[src/rtl/core/otp_pkg.sv]
// ----------------------------------------------------------------------------
// One-shot timer pool package
// Shared sizes, request codes and status codes of the timer pool.
// ----------------------------------------------------------------------------
`default_nettype none

package otp_pkg;

	localparam int NUM_SLOTS = 8;
	localparam int SLOT_W    = (NUM_SLOTS > 1) ? $clog2(NUM_SLOTS) : 1;
	localparam int DELAY_W   = 32;
	localparam int ID_W      = 8;
	localparam int CNT_W     = 7;
	localparam int FUNC_W    = 2;
	localparam int STATUS_W  = 2;

	localparam logic [FUNC_W-1:0] FUNC_TICK   = 2'd0;
	localparam logic [FUNC_W-1:0] FUNC_ADD    = 2'd1;
	localparam logic [FUNC_W-1:0] FUNC_CANCEL = 2'd2;
	localparam logic [FUNC_W-1:0] FUNC_QUERY  = 2'd3;

	localparam logic [STATUS_W-1:0] STATUS_DONE     = 2'd0;
	localparam logic [STATUS_W-1:0] STATUS_COUNTING = 2'd1;
	localparam logic [STATUS_W-1:0] STATUS_TIMEOUT  = 2'd2;
	localparam logic [STATUS_W-1:0] STATUS_ERROR    = 2'd3;

endpackage

`default_nettype wire

[src/rtl/core/one_shot_timer_pool_top.sv]
// ----------------------------------------------------------------------------
// One-shot timer pool
// A pool of one-shot countdown timers served by a slot-serial sequencer.
// ----------------------------------------------------------------------------
//
//   channel  | direction | handshake           | payload
//   ---------+-----------+---------------------+----------------------------------
//   in       | input     | in_valid / in_stall | func, delay_ticks, timer_id
//   out      | output    | out_valid/out_stall | result_id, status, expired_now,
//            |           |                     | pending_count
//
// Each request is taken at the accept edge, walked slot by slot through the shared
// slot update unit, and then loaded into the result register.
// Reset frees all slots; remaining counts are not cleared and are written by add.
// in_stall is high from the accept until the result is loaded; the result
// register holds while out_stall is high, and the block waits to load a new one.
// ----------------------------------------------------------------------------
`default_nettype none

module one_shot_timer_pool_top (
	input  wire logic                               clk,
	input  wire logic                               arst_n,
	input  wire logic                               in_valid,
	output logic                                    in_stall,
	input  wire logic [otp_pkg::FUNC_W-1:0]         func,
	input  wire logic [otp_pkg::DELAY_W-1:0]        delay_ticks,
	input  wire logic [otp_pkg::ID_W-1:0]           timer_id,
	output logic                                    out_valid,
	input  wire logic                               out_stall,
	output logic [otp_pkg::ID_W-1:0]                result_id,
	output logic [otp_pkg::STATUS_W-1:0]            status,
	output logic [otp_pkg::CNT_W-1:0]               expired_now,
	output logic [otp_pkg::CNT_W-1:0]               pending_count
);

	localparam logic [1:0] ST_IDLE  = 2'd0;
	localparam logic [1:0] ST_SWEEP = 2'd1;
	localparam logic [1:0] ST_FLUSH = 2'd2;

	localparam logic [otp_pkg::SLOT_W-1:0] LAST_SLOT =
		otp_pkg::SLOT_W'(otp_pkg::NUM_SLOTS - 1);

	logic [1:0]                       state_q;
	logic [otp_pkg::SLOT_W-1:0]       idx_q;

	logic [otp_pkg::NUM_SLOTS-1:0]    busy_q;
	logic [otp_pkg::NUM_SLOTS-1:0]    exp_q;
	logic [otp_pkg::DELAY_W-1:0]      rem_q [otp_pkg::NUM_SLOTS];

	logic [otp_pkg::FUNC_W-1:0]       func_q;
	logic [otp_pkg::DELAY_W-1:0]      delay_q;
	logic [otp_pkg::ID_W-1:0]         id_q;

	// Accumulated result of the request being walked.
	logic                             found_q;
	logic [otp_pkg::ID_W-1:0]         rid_q;
	logic [otp_pkg::STATUS_W-1:0]     stat_q;
	logic [otp_pkg::CNT_W-1:0]        exp_cnt_q;
	logic [otp_pkg::CNT_W-1:0]        pend_cnt_q;

	logic                             out_valid_q;
	logic [otp_pkg::ID_W-1:0]         out_rid_q;
	logic [otp_pkg::STATUS_W-1:0]     out_stat_q;
	logic [otp_pkg::CNT_W-1:0]        out_exp_q;
	logic [otp_pkg::CNT_W-1:0]        out_pend_q;

	// Shared slot update unit.
	logic                             cur_busy;
	logic                             cur_exp;
	logic [otp_pkg::DELAY_W-1:0]      cur_rem;
	logic [otp_pkg::ID_W-1:0]         cur_id;
	logic                             id_hit;
	logic                             new_busy;
	logic                             new_exp;
	logic [otp_pkg::DELAY_W-1:0]      new_rem;
	logic                             rem_wr;
	logic                             new_found;
	logic [otp_pkg::ID_W-1:0]         new_rid;
	logic [otp_pkg::STATUS_W-1:0]     new_stat;
	logic                             exp_inc;

	logic in_acc;
	logic out_free;

	assign in_stall = (state_q != ST_IDLE);
	assign in_acc   = in_valid && !in_stall;
	assign out_free = !out_valid_q || !out_stall;

	assign cur_busy = busy_q[idx_q];
	assign cur_exp  = exp_q[idx_q];
	assign cur_rem  = rem_q[idx_q];
	assign cur_id   = {{(otp_pkg::ID_W-otp_pkg::SLOT_W){1'b0}}, idx_q} + 1'b1;
	assign id_hit   = (cur_id == id_q);

	always_comb begin
		new_busy  = cur_busy;
		new_exp   = cur_exp;
		new_rem   = cur_rem - 1'b1;
		rem_wr    = 1'b0;
		new_found = found_q;
		new_rid   = rid_q;
		new_stat  = stat_q;
		exp_inc   = 1'b0;
		case (func_q)
			otp_pkg::FUNC_TICK: begin
				if (cur_busy && !cur_exp) begin
					if (cur_rem == '0) begin
						new_exp = 1'b1;
						exp_inc = 1'b1;
					end else begin
						rem_wr = 1'b1;
					end
				end
			end
			otp_pkg::FUNC_ADD: begin
				// The first free slot in the walk is the lowest-numbered one.
				if (!cur_busy && !found_q) begin
					new_busy  = 1'b1;
					new_exp   = 1'b0;
					new_rem   = delay_q;
					rem_wr    = 1'b1;
					new_found = 1'b1;
					new_rid   = cur_id;
					new_stat  = otp_pkg::STATUS_DONE;
				end
			end
			otp_pkg::FUNC_CANCEL: begin
				if (id_hit && cur_busy) begin
					new_busy = 1'b0;
					new_exp  = 1'b0;
					new_stat = otp_pkg::STATUS_DONE;
				end
			end
			otp_pkg::FUNC_QUERY: begin
				if (id_hit && cur_busy) begin
					if (cur_exp) begin
						new_busy = 1'b0;
						new_exp  = 1'b0;
						new_stat = otp_pkg::STATUS_TIMEOUT;
					end else begin
						new_stat = otp_pkg::STATUS_COUNTING;
					end
				end
			end
			default: begin
				new_stat = otp_pkg::STATUS_ERROR;
			end
		endcase
	end

	always_ff @(posedge clk or negedge arst_n) begin
		if (!arst_n) begin
			state_q     <= ST_IDLE;
			idx_q       <= '0;
			busy_q      <= '0;
			exp_q       <= '0;
			out_valid_q <= 1'b0;
		end else begin
			if (state_q == ST_FLUSH && out_free) begin
				out_valid_q <= 1'b1;
			end else if (out_valid_q && !out_stall) begin
				out_valid_q <= 1'b0;
			end
			case (state_q)
				ST_IDLE: begin
					if (in_acc) begin
						state_q <= ST_SWEEP;
						idx_q   <= '0;
					end
				end
				ST_SWEEP: begin
					busy_q[idx_q] <= new_busy;
					exp_q[idx_q]  <= new_exp;
					if (idx_q == LAST_SLOT) begin
						state_q <= ST_FLUSH;
					end else begin
						idx_q <= idx_q + 1'b1;
					end
				end
				ST_FLUSH: begin
					if (out_free) begin
						state_q <= ST_IDLE;
					end
				end
				default: begin
					state_q <= ST_IDLE;
				end
			endcase
		end
	end

	// Request capture, walk accumulators, slot counts and result payload.
	always_ff @(posedge clk) begin
		if (in_acc) begin
			func_q     <= func;
			delay_q    <= delay_ticks;
			id_q       <= timer_id;
			found_q    <= 1'b0;
			rid_q      <= '0;
			exp_cnt_q  <= '0;
			pend_cnt_q <= '0;
			// A tick always succeeds; every other request fails unless a slot serves it.
			stat_q     <= (func == otp_pkg::FUNC_TICK) ? otp_pkg::STATUS_DONE
				: otp_pkg::STATUS_ERROR;
		end
		if (state_q == ST_SWEEP) begin
			if (rem_wr) begin
				rem_q[idx_q] <= new_rem;
			end
			found_q    <= new_found;
			rid_q      <= new_rid;
			stat_q     <= new_stat;
			exp_cnt_q  <= exp_cnt_q + {{(otp_pkg::CNT_W-1){1'b0}}, exp_inc};
			pend_cnt_q <= pend_cnt_q + {{(otp_pkg::CNT_W-1){1'b0}}, (new_busy && !new_exp)};
		end
		if (state_q == ST_FLUSH && out_free) begin
			out_rid_q  <= rid_q;
			out_stat_q <= stat_q;
			out_exp_q  <= exp_cnt_q;
			out_pend_q <= pend_cnt_q;
		end
	end

	assign out_valid     = out_valid_q;
	assign result_id     = out_rid_q;
	assign status        = out_stat_q;
	assign expired_now   = out_exp_q;
	assign pending_count = out_pend_q;

endmodule

`default_nettype wire
[config.mk]
export PLATFORM = sky130hd
export DESIGN_NAME = one_shot_timer_pool_top
export DESIGN_NICKNAME = d
export VERILOG_FILES = /design/src/rtl/core/otp_pkg.sv /design/src/rtl/core/one_shot_timer_pool_top.sv
export SDC_FILE = /design/constraint.sdc
export NUM_CORES = 1
export LEC_CHECK = 0
export ABC_AREA = 1
export BUFFER_PORTS_ARGS = -buffer_cell sky130_fd_sc_hd__buf_2
export CAP_MARGIN = 20
export CORE_MARGIN = 3
export CORE_UTILIZATION = 41
export CTS_CLUSTER_DIAMETER = 200
export DETAILED_ROUTE_END_ITERATION = 16
export GPL_ROUTABILITY_DRIVEN = 0
export PLACE_DENSITY = 0.66
export SETUP_SLACK_MARGIN = 0.5
export SLEW_MARGIN = 25
export SYNTH_ARGS = -nofsm -noshare
export SYNTH_HDL_FRONTEND = slang
export SYNTH_SLANG_ARGS = --single-unit
[constraint.sdc]
create_clock -name clk -period 3.8 [get_ports clk]
set_clock_uncertainty 0.15 [all_clocks]
set_input_delay 0.38 -clock clk [delete_from_list [all_inputs] [get_ports clk]]
set_output_delay 0.38 -clock clk [all_outputs]
set_load 0.02 [all_outputs]
==> flow_metrics.env <==
export IMPL_synth_xor_area_frac=0.00545
export IMPL_die_w_um=204
export IMPL_hpwl_mm=24.6
export IMPL_fill_cells=3122
export IMPL_grt_pass1_vias=11800
export IMPL_ff2ff_setup_slack_ns=0.21
export IMPL_p_seq_frac=0.335
export IMPL_fmax_ghz=0.278
export IMPL_status="finished clean"
export IMPL_powerDensity_mw_per_mm2=835
export IMPL_worstPathArrival_ns=3.76
export IMPL_cp_required_ns=3.96
export IMPL_multi_input_area_mm2=0.00506
export IMPL_grt_pass1_wl_mm=65.0
export IMPL_row_count=71
export IMPL_setup_tns_ns=0
export IMPL_crit_path_max_fanout=8
export IMPL_intPower_mw=10.7
export IMPL_netlist_area_leader_share=0.633
export IMPL_via_per_inst=5.06
export IMPL_worstSetupEndpointType="flip-flop"
export IMPL_whs_ns=0.185
export IMPL_sw_frac_of_total=0.384
export IMPL_syn_area_mm2=0.0161
export IMPL_utilization=0.546
export IMPL_worstMarginPinSlew_ns=0.777
export IMPL_portBuffers=67
export IMPL_drt_initial_drc_count=1456
export IMPL_boundaryPins=72
export IMPL_p_comb_frac=0.462
export IMPL_start_util=0.421
export IMPL_wl_per_cell_um=17.9
export IMPL_clk_pin_slew_ns=0.06
export IMPL_die_height_um=204
export IMPL_top_layer="met4"
export IMPL_synthCells=1607
export IMPL_cts_tree="built"
export IMPL_hp_class="in -> async"
export IMPL_layout_min_cycle_time_ns=3.59
export IMPL_finalCritPeriodShare=0.946
export IMPL_place_area_mm2=0.0178
export IMPL_core_area_mm2=0.0382
export IMPL_cts_root_buf="clkbuf_16"
export IMPL_postRouteAntennaNets=0
export IMPL_yosysTopAreaCell="edfxtp_1"
export IMPL_clock_latency_ns=0.56
export IMPL_total_power_mw=17.4
export IMPL_p_sw_mw=6.69
export IMPL_drt_pass1_iter_count=7
export IMPL_drc_errors=0
export IMPL_slew_viol_final=0
export IMPL_h_tree_depth=2
export IMPL_layout_common_cells="nand2_1, edfxtp_1, inv_1, buf_4, nor2_1"
export IMPL_ys_seq_elements=361
export IMPL_path_class="reg -> reg"
export IMPL_grt_max_degree=41
export IMPL_p_clk_frac=0.202
export IMPL_clock_sinks=361
export IMPL_ys_warn_count=0
export IMPL_seq_area_mm2=0.0107
export IMPL_antenna_cells=0
export IMPL_cts_buffers=39
export IMPL_layout_nets=1930
export IMPL_cts_max_path_buffers=3
export IMPL_p_leak_nw=8.73
export IMPL_overflow=0
export IMPL_maxSlewHeadroom=0.476
export IMPL_drv_cap=0
export IMPL_syn2layout_area_growth_pct=29.8
export IMPL_synth_distinct_cells=35
export IMPL_routed_wl_met3_mm=3.98
export IMPL_antenna_found_initial=0
export IMPL_final_common_cell="nand2_1"
export IMPL_via_count=12200
export IMPL_worstSetupStartpointType="flip-flop"
export IMPL_yosys_area_share_adder=0.00545
export IMPL_yosysSeqAreaShare=0.667
export IMPL_synth_avg_cell_area_um2=10.0
export IMPL_finalSetupViolations=0
export IMPL_drive_above_1_share=0.246
export IMPL_rsz0062_at_grt="true"
export IMPL_route_met2_wl_mm=20.0
export IMPL_finalInstanceArea_mm2=0.0209
export IMPL_finalWirelength_mm=43.3
export IMPL_hold_violations=0
export IMPL_peakVddDrop_mv=0.375
export IMPL_synth_compound_area_share=0.0341
export IMPL_m1WireLength_mm=17.6
export IMPL_dieArea_mm2=0.0416
export IMPL_muxShareOfSynthArea=0
export IMPL_ys_top_cells_by_area="edfxtp_1, nand2_1, inv_1"
export IMPL_synthSimpleGateAreaFrac=0.230
export IMPL_synth_top_family_by_area="simple AND/OR/NAND/NOR gates"
export IMPL_grt_usage=0.204
[synthesized netlist by cell type, drive strengths merged]
cell type,instances
or2,37
clkinv,2
nand4,11
xnor2,6
buf,42
nand2,609
conb,1
o21bai,3
inv,160
nor2,154
a31oi,1
clkbuf,15
a21oi,26
a211oi,1
nor3,7
nand3b,1
nor3b,1
nand3,86
o211ai,11
o21ai,56
xor2,4
nor4,2
edfxtp,339
o22ai,3
ha,7
dfrtp,22
[metrics by stage]
stage / worst slack [ns] / instances
after detailed placement: -0.0640 / 2225
after global placement: -0.127 / 2225
after global routing: 0.0186 / 2417
after CTS: 0.190 / 2388
final: 0.206 / 2417
after floorplan: 0.353 / 1610
[what timing repair did]
action,4_1_cts,5_1_grt
gates cloned,9,1
hold buffers,44,0
pin swaps,34,30
setup buffers,40,28
endpoints found under the hold margin,66,0
resized for setup,92,94
endpoints found under the setup margin,364,476
[kinds of logic after synthesis]
family,after synthesis
flops,361
other cells,1
simple gates,908
xor+xnor,10
buf+inv,219
fa+ha+maj,7
compound gates,101
[worst max-delay path, stage by stage (launching register included)]
cell,delay (ns)
dfrtp_4,0.50
buf_12,0.17
buf_8,0.14
buf_16,0.15
nor2_4,0.11
nand2_1,0.06
nand2_1,0.06
nor2_1,0.04
nand2_1,0.08
inv_2,0.06
ha_4,0.16
nand3_4,0.07
nor2_4,0.04
buf_4,0.14
nand3_1,0.09
nor2_1,0.06
nand4_1,0.14
nand2_2,0.08
nor2_2,0.11
ha_2,0.20
ha_4,0.13
nand2_2,0.05
nor2_1,0.10
inv_1,0.07
nor3_2,0.17
xnor2_1,0.14
nor2_1,0.05
[per-layer routing]
layer,vias up,GRT usage
li1,5792,-
met1,5728,0.265
met2,574,0.335
met3,133,0.0398
met4,0,0.0848
met5,-,0
[power by group through the flow]
stage / Sequential, mW / Combinational [mW] / Clock, mW
after global placement: 5.91 / 5.85 / 0
after global routing: 5.88 / 8.75 / 3.74
after detailed placement: 5.93 / 5.97 / 0
after floorplan: 5.87 / 3.77 / 0
final: 5.85 / 8.05 / 3.53
after CTS: 5.85 / 7.15 / 3.60
[sequential cells by signal (all words and copies together), names as in the netlist, 3 cells and up]
signal / count
id_q: 8
rem_q: 256
expired_now: 7
pend_cnt_q: 7
delay_q: 32
pending_count: 7
rid_q: 4
result_id: 4
idx_q: 3
busy_q: 8
exp_q: 8
exp_cnt_q: 7
[area by class of cell]
class | instances | share of cell area
clock buffer | 48 | 0.0489
clock inverter | 22 | 0.00738
inverter | 162 | 0.0303
multi-input combinational | 1030 | 0.243
sequential | 361 | 0.514
tap | 511 | 0.0306
timing repair buffer | 283 | 0.126
[worst paths after layout]
path	from	to	depth (start not counted)
setup / recovery	idx_q[0]	pend_cnt_q[6]	26
hold / removal	arst_n	busy_q[7]	2
setup reg to reg	idx_q[0]	pend_cnt_q[6]	26
hold reg to reg	rid_q[3]	result_id[3]	0
max in group asynchronous	arst_n	idx_q[0]	2
min in group clk	in_valid	delay_q[1]	3
Note: power is estimated with default switching activity, not from simulation.
